--- src/sv/rstok_pkg.sv ---
// Shared types, constants and event codes for the RESP stream tokenizer.
package rstok_pkg;

  // Default nesting depth of the array stack.
  localparam int unsigned NEST_DEPTH_DEF = 8;

  // Field widths.
  localparam int unsigned BYTE_W  = 8;
  localparam int unsigned EVENT_W = 4;
  localparam int unsigned VALUE_W = 64;
  localparam int unsigned DEPTH_W = 4;
  localparam int unsigned CNT_W   = 31;
  localparam int unsigned BULK_W  = 32;
  localparam int unsigned CFG_IDX_W  = 2;
  localparam int unsigned CFG_DATA_W = 32;

  // Configuration register indexes.
  localparam logic [CFG_IDX_W-1:0] CFG_MAX_SIMPLE = 2'd0;
  localparam logic [CFG_IDX_W-1:0] CFG_MAX_BULK   = 2'd1;
  localparam logic [CFG_IDX_W-1:0] CFG_MAX_ARRAY  = 2'd2;

  // Event codes.
  localparam logic [EVENT_W-1:0] EV_STR_BYTE  = 4'd0;
  localparam logic [EVENT_W-1:0] EV_ERR_BYTE  = 4'd1;
  localparam logic [EVENT_W-1:0] EV_BULK_BYTE = 4'd2;
  localparam logic [EVENT_W-1:0] EV_STR_END   = 4'd3;
  localparam logic [EVENT_W-1:0] EV_ERR_END   = 4'd4;
  localparam logic [EVENT_W-1:0] EV_BULK_END  = 4'd5;
  localparam logic [EVENT_W-1:0] EV_INT       = 4'd6;
  localparam logic [EVENT_W-1:0] EV_BULK_LEN  = 4'd7;
  localparam logic [EVENT_W-1:0] EV_NULL      = 4'd8;
  localparam logic [EVENT_W-1:0] EV_ARRAY     = 4'd9;
  localparam logic [EVENT_W-1:0] EV_BAD       = 4'd10;

  // Protocol characters.
  localparam logic [BYTE_W-1:0] CH_PLUS  = 8'h2B;
  localparam logic [BYTE_W-1:0] CH_MINUS = 8'h2D;
  localparam logic [BYTE_W-1:0] CH_COLON = 8'h3A;
  localparam logic [BYTE_W-1:0] CH_DOLLAR = 8'h24;
  localparam logic [BYTE_W-1:0] CH_STAR  = 8'h2A;
  localparam logic [BYTE_W-1:0] CH_CR    = 8'h0D;
  localparam logic [BYTE_W-1:0] CH_LF    = 8'h0A;
  localparam logic [BYTE_W-1:0] CH_ZERO  = 8'h30;
  localparam logic [BYTE_W-1:0] CH_NINE  = 8'h39;

  // Command from the parser to the nesting stack.
  typedef struct packed {
    logic             clear;
    logic             push;
    logic             pop;
    logic [CNT_W-1:0] count;
  } stk_cmd_t;

endpackage

--- src/sv/rstok_stack.sv ---
// Stack of remaining array element counts, with the pop search for a finished element.
module rstok_stack #(
  parameter int unsigned NestDepth = rstok_pkg::NEST_DEPTH_DEF,
  localparam int unsigned LvlW = $clog2(NestDepth + 1),
  localparam int unsigned IdxW = (NestDepth > 1) ? $clog2(NestDepth) : 1
) (
  input  logic                clk_i,
  input  logic                rst_ni,
  input  rstok_pkg::stk_cmd_t cmd_i,
  output logic [LvlW-1:0]     lvl_o,
  output logic                fin_o
);
  import rstok_pkg::*;

  logic [CNT_W-1:0] cnt_q [NestDepth];
  logic [LvlW-1:0]  lvl_q, lvl_d, lvl_eff;
  logic             found;
  logic [IdxW-1:0]  sel;

  // Find the innermost open array that does not close with this element.
  always_comb begin
    lvl_eff = cmd_i.clear ? '0 : lvl_q;
    found   = 1'b0;
    sel     = '0;
    for (int i = 0; i < NestDepth; i++) begin
      if ((LvlW'(i) < lvl_eff) && (cnt_q[i] != CNT_W'(1))) begin
        found = 1'b1;
        sel   = IdxW'(i);
      end
    end
    fin_o = !found;
    lvl_o = lvl_eff;
    if (cmd_i.push) begin
      lvl_d = lvl_eff + LvlW'(1);
    end else if (cmd_i.pop) begin
      lvl_d = found ? (LvlW'(sel) + LvlW'(1)) : '0;
    end else begin
      lvl_d = lvl_eff;
    end
  end

  // Nesting level.
  always_ff @(posedge clk_i or negedge rst_ni) begin
    if (!rst_ni) begin
      lvl_q <= '0;
    end else begin
      lvl_q <= lvl_d;
    end
  end

  // Count storage: a push writes the new top, a pop decrements the surviving level.
  always_ff @(posedge clk_i) begin
    if (cmd_i.push) begin
      cnt_q[lvl_eff[IdxW-1:0]] <= cmd_i.count;
    end else if (cmd_i.pop && found) begin
      cnt_q[sel] <= cnt_q[sel] - CNT_W'(1);
    end
  end

endmodule

--- config.mk ---
export PLATFORM = sky130hd
export DESIGN_NAME = rstok_stack
export DESIGN_NICKNAME = d
export VERILOG_FILES = /design/src/sv/rstok_pkg.sv /design/src/sv/rstok_stack.sv
export SDC_FILE = /design/constraint.sdc
export NUM_CORES = 1
export LEC_CHECK = 0
export BUFFER_PORTS_ARGS = -buffer_cell sky130_fd_sc_hd__buf_2
export CAP_MARGIN = 0
export CORE_ASPECT_RATIO = 0.9
export CORE_MARGIN = 2
export CORE_UTILIZATION = 49
export DETAILED_ROUTE_END_ITERATION = 10
export PLACE_DENSITY = 0.68
export SETUP_SLACK_MARGIN = 0.3
export SYNTH_ARGS = -nofsm -noshare
export SYNTH_HDL_FRONTEND = slang
export SYNTH_SLANG_ARGS = --single-unit
--- constraint.sdc ---
create_clock -name clk_i -period 4.4 [get_ports clk_i]
set_input_delay 0.88 -clock clk_i [delete_from_list [all_inputs] [get_ports clk_i]]
set_output_delay 0.88 -clock clk_i [all_outputs]
set_load 0.02 [all_outputs]
==> impl_metrics.json <==
{
  "ys_ff_latch": 252,
  "synth_fa_ha_area_frac": 0.00414,
  "timing.final.crit_period_ns": 4.48,
  "design_power_total_uw": 7760,
  "start_kind": "flop",
  "cts.reportedPaths.clkPinSlew_ns": 0.06,
  "fmax_mhz": 223,
  "cts_root_buf": "clkbuf_16",
  "global_route.usage.total": 0.329,
  "design.final.nets": 1337,
  "synthesis.area_per_instance_sq_um": 12.5,
  "min-delay-path-class": "in -> async",
  "yosysSeqAreaShare": 0.624,
  "grt_max_degree": 32,
  "timing.hold.ws_ns": 0.139,
  "xor_and_xnor_area_share_after_synthesis": 0.0109,
  "setup_viol": 40,
  "area_delta_synth_final_pct": 41.4,
  "crit_path_cell_trace": "nor4_4, nand4_4, o31ai_4, buf_6, buf_6, nand2_4, a22o_1, a222oi_1, nand3_1, a211oi_2, buf_4, nand4_1, buf_12, or3_1, a221o_1",
  "timing.final.ws_setup_ns": -0.0777,
  "grt_first_pass_wirelength_microns": 63400,
  "route.final.wire_length_microns": 43800,
  "antenna_cells": 0,
  "cts-root-to-sink-buffers": 3,
  "route.detailed.vias_per_inst": 6.64,
  "crit_top_cell": "buf_6",
  "setup_total_negative_slack_ns": -1.55,
  "mostFrequentLayoutCell": "buf_4",
  "tightest_slew_ns": 1.07,
  "post_detail_place_hpwl_microns": 29100,
  "clk-insertion-delay-late_ns": 0.56,
  "die_h_microns": 153,
  "antenna_found_initial": 0,
  "timing.rr.start": "cnt_q[2][3]",
  "cellLeakagePower_uw": 0.00633,
  "critical_path.max_stage_delay_ns": 0.48,
  "vdd_ir_drop_max_mv": 0.310,
  "detailedRoute.firstPassIterationCount": 6,
  "grt_overflow_total": 0,
  "total_of_buffers_placed_on_input_and_output_ports": 40,
  "ys_dominant_reg_cell": "edfxtp_1",
  "critical_path_required_ns": 4.65,
  "synth_compound_gate_area_share": 0.142,
  "muxShareOfSynthArea": 0.0261,
  "critical_path.endpoint_type": "flop",
  "drt.antenna.violating_nets": 0,
  "worst_ep_arrival_time_ns": 4.73,
  "timing.final.hold_violations": 0,
  "drtIter0Drc": 1959,
  "post_synth_num_cell_types": 88,
  "clock_skew_ns": 0.0295,
  "tritoncts": "done",
  "max_cap_viol_count": 0,
  "syn-instance-count": 966,
  "cts_num_sinks": 252,
  "report.final.slew_viol_count": 0,
  "setup_repair_after_global_routing_missed_its_margin": "yes",
  "initial_utilization": 0.499,
  "drive_gt1_frac": 0.426,
  "numCtsBuffers": 26,
  "synth.net_count": 1006,
  "multi_input_combinational_cell_area_sq_mm": 0.00516,
  "critical_path.slowest_cell": "nor4_4",
  "grt_pass1_vias": 10300,
  "synth_warnings": 0,
  "r2r_setup_slack_ns": -0.08,
  "remaining_drc_errors": 0,
  "setup.worst_path.class": "reg -> reg",
  "crit-reg2reg-capture": "cnt_q[6][24]",
  "detail_route.wl_per_cell_microns": 27.0,
  "run_status": "complete, but fails checks",
  "maxSlewHeadroom": 0.282,
  "detailroute.via_count": 10800,
  "worst-path-buf-inv": 4,
  "rows": 54,
  "netlist_area_sq_mm": 0.0121,
  "final_cell_mix": "buf_4 (252), edfxtp_1 (248), nand2_1 (89)",
  "reg2regPathDepth": 15,
  "synth_edf_count": 248,
  "violations_in_the_final_reports": "setup timing",
  "synth_top_family_by_area": "simple AND/OR/NAND/NOR gates",
  "critPathTopFamily": "compound AO/OA/AOI/OAI gates",
  "worstPathMaxFanout": 8,
  "layout.area.seq_sq_mm": 0.00755,
  "ys_async_sr_fraction": 0.0159,
  "area_share_of_and_or_nand_nor_cells_after_synthesis": 0.166,
  "design.core.area_sq_mm": 0.0243,
  "final.period_utilization": 1.02,
  "die_ar_sq_mm": 0.0260,
  "gp_congestion": 0.965,
  "io-pin-count": 41,
  "cts_max_level": 1,
  "die-width_microns": 170,
  "power.density_cell_area_mw_per_mm2": 454,
  "n_fill_cell": 1519
}
[cell families (layout without fill, tap and decap cells)]
group,Yosys count,in the layout
and+or+nand+nor,374,374
buffers and inverters,66,416
AOI/OAI and AO/OA,224,224
DFF,252,252
adders and majority gates,4,4
xor gates and xnor gates,15,15
muxes,31,31
[power by group]
part / leakage (uW) / switching [uW] / total [uW] / internal, uW
combinational: 0.00361 / 1370 / 2510 / 1140
sequential: 0.00232 / 114 / 3030 / 2920
clock: 0.000401 / 947 / 2220 / 1270
[what timing repair did]
item                                    CTS  global route
setup buffers                            75            30
gates resized for setup                  79            75
hold buffers                              0             0
hold endpoints to repair                  0             0
cloned                                    1             1
endpoints found under the setup margin  169           411
pin swaps                                63            40
[how the worst max path moves through the flow]
stage	from	end	cells after the start	slack, ns
floorplan	cmd_i[33]	cnt_q[0][20]	17	0.09
global placement	cmd_i[33]	cnt_q[6][24]	15	-0.23
detailed placement	cmd_i[33]	cnt_q[6][24]	15	-0.34
CTS	cnt_q[7][5]	cnt_q[2][24]	16	0.20
global route	cnt_q[2][3]	cnt_q[0][20]	17	-0.08
finish	cnt_q[2][3]	cnt_q[6][24]	15	-0.08
[metrics by stage]
stage / cells / area, sq um / setup WS [ns] / util
after detailed placement: 1470 / 14600 / -0.338 / 0.604
after floorplan: 966 / 12500 / 0.0918 / -
final: 1624 / 17100 / -0.0777 / 0.705
after global placement: 1470 / 14600 / -0.233 / 0.604
after global routing: 1624 / 17100 / -0.0820 / 0.705
after CTS: 1593 / 16500 / 0.199 / 0.681
[cells in the mapped netlist (all sizes together) (5+ instances only)]
master	count	area [sq um]
clkbuf	23	86.3
a22o	5	43.8
a32o	13	130
a22oi	13	108
nor2	62	233
nand2	94	355
a211oi	18	188
nor4b	10	100
o211ai	7	52.6
nand2b	6	37.5
a31oi	5	31.3
a32oi	6	52.6
or3	5	31.3
nor4	64	453
o21ai	46	245
xor2	6	52.6
edfxtp	248	7450
o31ai	11	96.3
or2	6	37.5
inv	12	47.6
o31a	5	43.8
mux2i	27	270
nand3	54	270
xnor2	9	78.8
a21oi	37	200
nand4	21	150
o2bb2ai	10	87.6
nor3	31	176
buf	31	193
o221a	5	56.3
a21o	7	52.6
[flip-flops by register name (all words and copies together) (netlist names)]
name,cells
cnt_q,248
lvl_q,4
[routing by layer]
layer  up-vias  global-route usage  routed length (microns)
li1       4542                   -                        -
met1      5189               0.467                    16900
met2       873               0.493                    19100
met3       175              0.0821                     5880
met4         0               0.123                     1880
met5         -                   0                        0
[final cells by class]
type / instances / area share
Sequential cell: 252 / 0.441
Timing Repair Buffer: 357 / 0.181
Inverter: 12 / 0.00337
Multi-Input combinational cell: 648 / 0.301
Clock buffer: 30 / 0.0389
Tap cell: 308 / 0.0225
Clock inverter: 17 / 0.0112
No activity file was read; power rests on OpenSTA's default activity.
